==> config.mk <==
export PLATFORM = sky130hd
export DESIGN_NAME = mpdf_parser
export DESIGN_NICKNAME = d
export VERILOG_FILES = /design/src/hw/rtl/mpdf_pkg.sv /design/src/hw/rtl/mpdf_parser.sv
export SDC_FILE = /design/constraint.sdc
export NUM_CORES = 1
export LEC_CHECK = 0
export BUFFER_PORTS_ARGS = -buffer_cell sky130_fd_sc_hd__buf_2
export CAP_MARGIN = 20
export CORE_MARGIN = 2
export CORE_UTILIZATION = 60
export CTS_BUF_LIST = sky130_fd_sc_hd__clkbuf_8
export DETAILED_ROUTE_END_ITERATION = 10
export PLACE_DENSITY = 0.8
export SLEW_MARGIN = 5
export SYNTH_ARGS = -nofsm -noshare
export SYNTH_HDL_FRONTEND = slang
export SYNTH_SLANG_ARGS = --single-unit
==> constraint.sdc <==
create_clock -name clk -period 4.7 [get_ports clk]
set_input_delay 1.41 -clock clk [delete_from_list [all_inputs] [get_ports clk]]
set_output_delay 1.41 -clock clk [all_outputs]
set_load 0.01 [all_outputs]
==> src/hw/rtl/mpdf_pkg.sv <==
// Shared types and constants for the modem payload deframer.
package mpdf_pkg;

    localparam int unsigned HDR_LEN = 9;

    typedef enum logic [1:0] {
        REQ_BYTE  = 2'd0,
        REQ_POP   = 2'd1,
        REQ_FLUSH = 2'd2,
        REQ_NONE  = 2'd3
    } req_t;

    typedef enum logic [3:0] {
        PH_SEARCH = 4'b0001,
        PH_SKIP   = 4'b0010,
        PH_LEN    = 4'b0100,
        PH_DATA   = 4'b1000
    } phase_t;

    localparam logic [7:0] CHAR_PLUS  = 8'h2B;
    localparam logic [7:0] CHAR_COMMA = 8'h2C;
    localparam logic [7:0] CHAR_ZERO  = 8'h30;
    localparam logic [7:0] CHAR_NINE  = 8'h39;

    typedef struct packed {
        logic pop_hit;
        logic dropped;
        logic pkt_end;
    } res_t;

    function automatic logic [7:0] hdr_char(input logic [3:0] pos);
        logic [7:0] ch;
        unique case (pos)
            4'd0:    ch = 8'h2B;
            4'd1:    ch = 8'h4D;
            4'd2:    ch = 8'h49;
            4'd3:    ch = 8'h50;
            4'd4:    ch = 8'h52;
            4'd5:    ch = 8'h54;
            4'd6:    ch = 8'h43;
            4'd7:    ch = 8'h50;
            4'd8:    ch = 8'h3A;
            default: ch = 8'h00;
        endcase
        return ch;
    endfunction

endpackage

==> src/hw/rtl/mpdf_parser.sv <==
// Header/length parser and ring buffer pointer control.
module mpdf_parser #(
    parameter int BUF_DEPTH  = 8192,
    parameter int LEN_BITS   = 16,
    parameter int MAX_DIGITS = 10
) (
    input  logic                         clk,
    input  logic                         rst_n,
    input  logic                         accept,
    input  logic [1:0]                   req_type,
    input  logic [7:0]                   byte_in,
    output logic                         wr_en,
    output logic [$clog2(BUF_DEPTH)-1:0] wr_addr,
    output logic [$clog2(BUF_DEPTH)-1:0] rd_addr,
    output mpdf_pkg::res_t               res
);

    localparam int PTR_W = $clog2(BUF_DEPTH);
    localparam int DC_W  = $clog2(MAX_DIGITS + 1);
    localparam int EXT_W = LEN_BITS + 4;
    localparam logic [PTR_W-1:0]    PTR_LAST = PTR_W'(BUF_DEPTH - 1);
    localparam logic [LEN_BITS-1:0] LEN_MAX  = {LEN_BITS{1'b1}};

    mpdf_pkg::phase_t    phase_reg, phase_next;
    logic [3:0]          hpos_reg, hpos_next;
    logic [LEN_BITS-1:0] acc_reg, acc_next;
    logic [DC_W-1:0]     dcnt_reg, dcnt_next;
    logic [LEN_BITS-1:0] rem_reg, rem_next;
    logic [PTR_W-1:0]    wp_reg, wp_next;
    logic [PTR_W-1:0]    rp_reg, rp_next;

    logic [PTR_W-1:0]    wp_inc, rp_inc;
    logic [EXT_W-1:0]    acc_ext, prod;
    logic [LEN_BITS-1:0] rem_dec;
    logic                is_digit;

    assign wp_inc   = (wp_reg == PTR_LAST) ? '0 : wp_reg + 1'b1;
    assign rp_inc   = (rp_reg == PTR_LAST) ? '0 : rp_reg + 1'b1;
    assign acc_ext  = EXT_W'(acc_reg);
    assign prod     = (acc_ext << 3) + (acc_ext << 1) + EXT_W'(byte_in - mpdf_pkg::CHAR_ZERO);
    assign is_digit = (byte_in >= mpdf_pkg::CHAR_ZERO) && (byte_in <= mpdf_pkg::CHAR_NINE);
    assign rem_dec  = rem_reg - 1'b1;

    assign wr_addr = wp_reg;
    assign rd_addr = rp_reg;

    always_comb
    begin
        phase_next = phase_reg;
        hpos_next  = hpos_reg;
        acc_next   = acc_reg;
        dcnt_next  = dcnt_reg;
        rem_next   = rem_reg;
        wp_next    = wp_reg;
        rp_next    = rp_reg;
        wr_en      = 1'b0;
        res        = '0;
        unique case (mpdf_pkg::req_t'(req_type))
            mpdf_pkg::REQ_BYTE:
            begin
                unique case (phase_reg)
                    mpdf_pkg::PH_SEARCH:
                    begin
                        if ((hpos_reg < 4'(mpdf_pkg::HDR_LEN))
                            && (byte_in == mpdf_pkg::hdr_char(hpos_reg)))
                        begin
                            if (hpos_reg == 4'(mpdf_pkg::HDR_LEN - 1))
                            begin
                                phase_next = mpdf_pkg::PH_SKIP;
                                hpos_next  = '0;
                            end
                            else
                            begin
                                hpos_next = hpos_reg + 1'b1;
                            end
                        end
                        else
                        begin
                            hpos_next = (byte_in == mpdf_pkg::CHAR_PLUS) ? 4'd1 : 4'd0;
                        end
                    end
                    mpdf_pkg::PH_SKIP:
                    begin
                        if (byte_in == mpdf_pkg::CHAR_COMMA)
                        begin
                            phase_next = mpdf_pkg::PH_LEN;
                            acc_next   = '0;
                            dcnt_next  = '0;
                        end
                    end
                    mpdf_pkg::PH_LEN:
                    begin
                        if (byte_in == mpdf_pkg::CHAR_COMMA)
                        begin
                            if (acc_reg != '0)
                            begin
                                rem_next   = acc_reg;
                                phase_next = mpdf_pkg::PH_DATA;
                            end
                            else
                            begin
                                phase_next = mpdf_pkg::PH_SEARCH;
                                hpos_next  = '0;
                            end
                        end
                        else if (is_digit && (dcnt_reg < DC_W'(MAX_DIGITS)))
                        begin
                            acc_next  = (prod[EXT_W-1:LEN_BITS] != '0) ? LEN_MAX
                                                                      : prod[LEN_BITS-1:0];
                            dcnt_next = dcnt_reg + 1'b1;
                        end
                    end
                    mpdf_pkg::PH_DATA:
                    begin
                        if (rem_reg != '0)
                        begin
                            if (wp_inc != rp_reg)
                            begin
                                wr_en   = 1'b1;
                                wp_next = wp_inc;
                            end
                            else
                            begin
                                res.dropped = 1'b1;
                            end
                            rem_next    = rem_dec;
                            res.pkt_end = (rem_dec == '0);
                        end
                        if ((rem_reg == '0) || (rem_dec == '0))
                        begin
                            phase_next = mpdf_pkg::PH_SEARCH;
                            hpos_next  = '0;
                        end
                    end
                    default:
                    begin
                        phase_next = mpdf_pkg::PH_SEARCH;
                    end
                endcase
            end
            mpdf_pkg::REQ_POP:
            begin
                if (rp_reg != wp_reg)
                begin
                    res.pop_hit = 1'b1;
                    rp_next     = rp_inc;
                end
            end
            mpdf_pkg::REQ_FLUSH:
            begin
                phase_next = mpdf_pkg::PH_SEARCH;
                hpos_next  = '0;
                acc_next   = '0;
                dcnt_next  = '0;
                rem_next   = '0;
                wp_next    = '0;
                rp_next    = '0;
            end
            default:
            begin
            end
        endcase
    end

    always_ff @(posedge clk or negedge rst_n)
    begin
        if (!rst_n)
        begin
            phase_reg <= mpdf_pkg::PH_SEARCH;
            hpos_reg  <= '0;
            acc_reg   <= '0;
            dcnt_reg  <= '0;
            rem_reg   <= '0;
            wp_reg    <= '0;
            rp_reg    <= '0;
        end
        else if (accept)
        begin
            phase_reg <= phase_next;
            hpos_reg  <= hpos_next;
            acc_reg   <= acc_next;
            dcnt_reg  <= dcnt_next;
            rem_reg   <= rem_next;
            wp_reg    <= wp_next;
            rp_reg    <= rp_next;
        end
    end

endmodule

==> results.py <==
metrics = {
    "run_status": {
        "status": "completed",
    },
    "clock_tree": {
        "cts_tree": "yes",
        "htreeDepth": 3,
        "hold_buffers": 0,
        "cts_setup_buffers": 0,
        "cts_made_buffers": 9,
        "clock_tree.buffer_depth": 2,
        "clk_pin_slew_ns": 0.08,
        "numClockSinks": 70,
        "cts_root_buf": "clkbuf_8",
        "cts_resized": 0,
        "clk_latency_ns": 0.35,
    },
    "setup_path": {
        "worstReg2RegStart": "acc_reg[2]",
        "cp.arrival_ns": 3.05,
        "critPathMaxStageDelay_ns": 0.47,
        "cp-end-kind": "primary output",
        "crit_buf_inv": 1,
        "cp.depth": 10,
        "crit_family": "simple AND/OR/NAND/NOR gates",
        "slowest_stage": "dfrtp_2",
        "timing.rr.end": "acc_reg[12]",
        "worst-path-max-fanout": 7,
        "crit_required_ns": 3.29,
        "worst-setup-path-type": "reg -> out",
        "crit_path_frequent_cell": "nor2_1",
        "reg2regPathDepth": 12,
        "crit_path_start_kind": "register",
        "r2r_slack_ns": 1.19,
        "path_cells": "ha_2 -> and3_1 -> nand2_1 -> nor2_1 -> mux2i_1 -> nand4_1 -> nor4b_1 -> o221ai_1 -> nor2_1 -> buf_2",
    },
    "grt": {
        "grt_pass1_vias": 5966,
        "grt_max_degree": 48,
        "grt_usage": 0.3094,
        "grt-ovfl-total": 0,
        "grt_pass1_wl_um": 28590,
        "grt_antenna_before_repair": 0,
    },
    "synthesis": {
        "yosys.cell_types.count": 81,
        "synth_edf_count": 0,
        "synth-seq-cells": 70,
        "synth_fp_nets": 822,
        "ys_warn_count": 0,
        "netlist_instances": 761,
        "synth.cell_area_um2": 6316,
        "async_reset_ff_frac": 1.000,
        "ys_seq_area_frac": 0.2775,
        "synth_ff_type": "dfrtp_1",
        "synth_area_per_cell_um2": 8.300,
    },
    "floorplanning": {
        "die_y_um": 106.6,
        "die_width_um": 106.6,
        "io_pins": 43,
        "coreArea_um2": 10280,
        "start_util": 0.6146,
        "fp.dieArea_um2": 11360,
        "rows": 37,
    },
    "cells_and_area": {
        "num-fill-cells": 848,
        "area_growth_pct": 10.08,
        "diodes": 0,
        "drive_above_1_share": 0.1545,
        "utilization": 0.6765,
        "stdcell_area_um2": 6953,
        "final_cells": 945,
        "nets": 865,
    },
    "drt": {
        "vias": 6191,
        "wirelength_um": 17170,
        "drc": 0,
        "vias_per_cell": 6.551,
        "drt_first_pass_iters": 8,
        "antenna_left": 0,
        "drtIter0Drc": 517,
        "post_drt_wl_per_cell_um": 18.17,
    },
    "min_path": {
        "worstHoldPathType": "reg -> reg",
        "min_from": "dcnt_reg[2]",
        "holdPathStages": 1,
        "worstHoldEndpoint": "dcnt_reg[2]",
    },
    "placed_design": {
        "io_buffers": 42,
        "dp.cells": 929,
        "place_hpwl_um": 12780,
        "dpl_cell_area_um2": 6711,
        "gp_congestion": 0.9325,
    },
    "timing": {
        "period_share": 0.9487,
        "fin_skew_ns": 0.01338,
        "setup_viol": 0,
        "fmax_mhz": 224.3,
        "fin_crit_ns": 4.459,
        "worstMarginPinSlew_ns": 0.8815,
        "maxSlewHeadroom": 0.4078,
        "rsz0062_at_grt": "no",
        "holdWs_ns": 0.5114,
        "hold_violations": 0,
        "slew_viol_final": 0,
    },
    "power": {
        "powerDensity_nw_per_um2": 449.7,
        "p_leak_nw": 3.105,
        "peakVddDrop_uv": 379.8,
    },
    "job": {
        "maxCapViolations": 0,
    },
}
## logic make-up (layout without fill, tap and decap cells)
family,count (synthesis),in the layout,synth area share
AOI/OAI and AO/OA,238,238,0.2399
muxes,13,13,0.02219
xor gates and xnor gates,38,38,0.05269
buffers and inverters,79,127,0.05863
and+or+nand+nor,275,275,0.2361
adders and majority gates,48,48,0.1129
DFF,70,70,0.2775
## placed cells by master, fill, tap and decap left out, drive strengths merged, types with 12 or more instances in the layout
cell type  count
o21ai         92
buf           72
dfrtp         69
nor2          67
nand2         47
a21oi         44
inv           40
ha            33
xnor2         24
nand3         23
nor3          21
nand2b        19
nor4          18
a31oi         17
fa            15
xor2          14
o31ai         13
clkbuf        12
or3           12
## cell usage after synthesis (all sizes together) (5+ instances only)
| library cell | count | area (um^2) |
|---|---|---|
| dfrtp | 69 | 1727 |
| buf | 12 | 71.31 |
| nor2 | 67 | 251.5 |
| and4 | 5 | 43.79 |
| mux2i | 5 | 50.05 |
| nor2b | 10 | 62.56 |
| nand2b | 19 | 118.9 |
| ha | 33 | 412.9 |
| clkbuf | 27 | 141.4 |
| nor3 | 21 | 105.1 |
| nor4b | 8 | 76.32 |
| a22oi | 7 | 52.55 |
| o31ai | 13 | 102.6 |
| fa | 15 | 300.3 |
| or3 | 12 | 81.33 |
| a21oi | 44 | 224.0 |
| nand3 | 23 | 120.1 |
| o41ai | 5 | 43.79 |
| nor4 | 18 | 133.9 |
| and3 | 10 | 62.56 |
| o21ai | 92 | 460.4 |
| a31oi | 17 | 106.4 |
| nand2 | 47 | 176.4 |
| xnor2 | 24 | 210.2 |
| a21o | 6 | 45.04 |
| xor2 | 14 | 122.6 |
| mux2 | 8 | 90.09 |
| inv | 39 | 146.4 |
| or2 | 6 | 37.54 |
| nand4 | 10 | 62.56 |
## metal layers
metal  vias up  track usage  routed length [um]
li1       2901            -                   -
met3        49      0.04255                 976
met1      2981       0.4108                7377
met5         -            0                   0
met2       260       0.5136                8320
met4         0       0.1215                 494
## power by group
group	total, mW	switching (mW)	internal, mW
Clock	0.572	0.232	0.340
Combinational	1.61	0.898	0.713
Sequential	0.944	0.229	0.715
## how the worst max path moves through the flow
stage / startpoint / to / slack [ns]
finish: wr_addr[0] / res[1] / 0.24
global route: byte_in[4] / acc_reg[12] / 0.02
CTS: wr_addr[0] / res[1] / 0.14
detailed placement: byte_in[4] / acc_reg[12] / -0.10
global placement: byte_in[4] / acc_reg[4] / 0.006
floorplan: byte_in[4] / acc_reg[10] / 0.03
## through the flow
stage / total power [mW] / setup slack [ns] / setup TNS [ns]
4_1_cts: 3.102 / 0.1417 / 0
3_5_place_dp: 2.525 / -0.1010 / -1.237
3_3_place_gp: 2.459 / 0.006369 / 0
5_1_grt: 3.378 / 0.01549 / 0
2_1_floorplan: 2.054 / 0.03123 / 0
6_report: 3.127 / 0.2411 / 0
## layout make-up
type	instances	area [um^2]	share of cell area
Multi-Input combinational cell	612	4210	0.6055
Inverter	39	148.9	0.02141
Clock buffer	12	165.2	0.02375
Clock inverter	4	68.82	0.009897
Timing Repair Buffer	72	435.4	0.06262
Sequential cell	70	1754	0.2523
Tap cell	136	170.2	0.02447
## worst register-to-register path, stage by stage (launching register included)
cell and delay [ns]:
dfrtp_1 0.49, inv_1 0.10, fa_1 0.50, fa_1 0.45
nand2b_1 0.21, a21oi_1 0.23, o2111ai_1 0.17, a32oi_1 0.35
a31oi_1 0.15, xnor2_1 0.15, nor4_2 0.21, buf_4 0.25
o21ai_0 0.12
No activity file was read; power rests on OpenSTA's default activity.
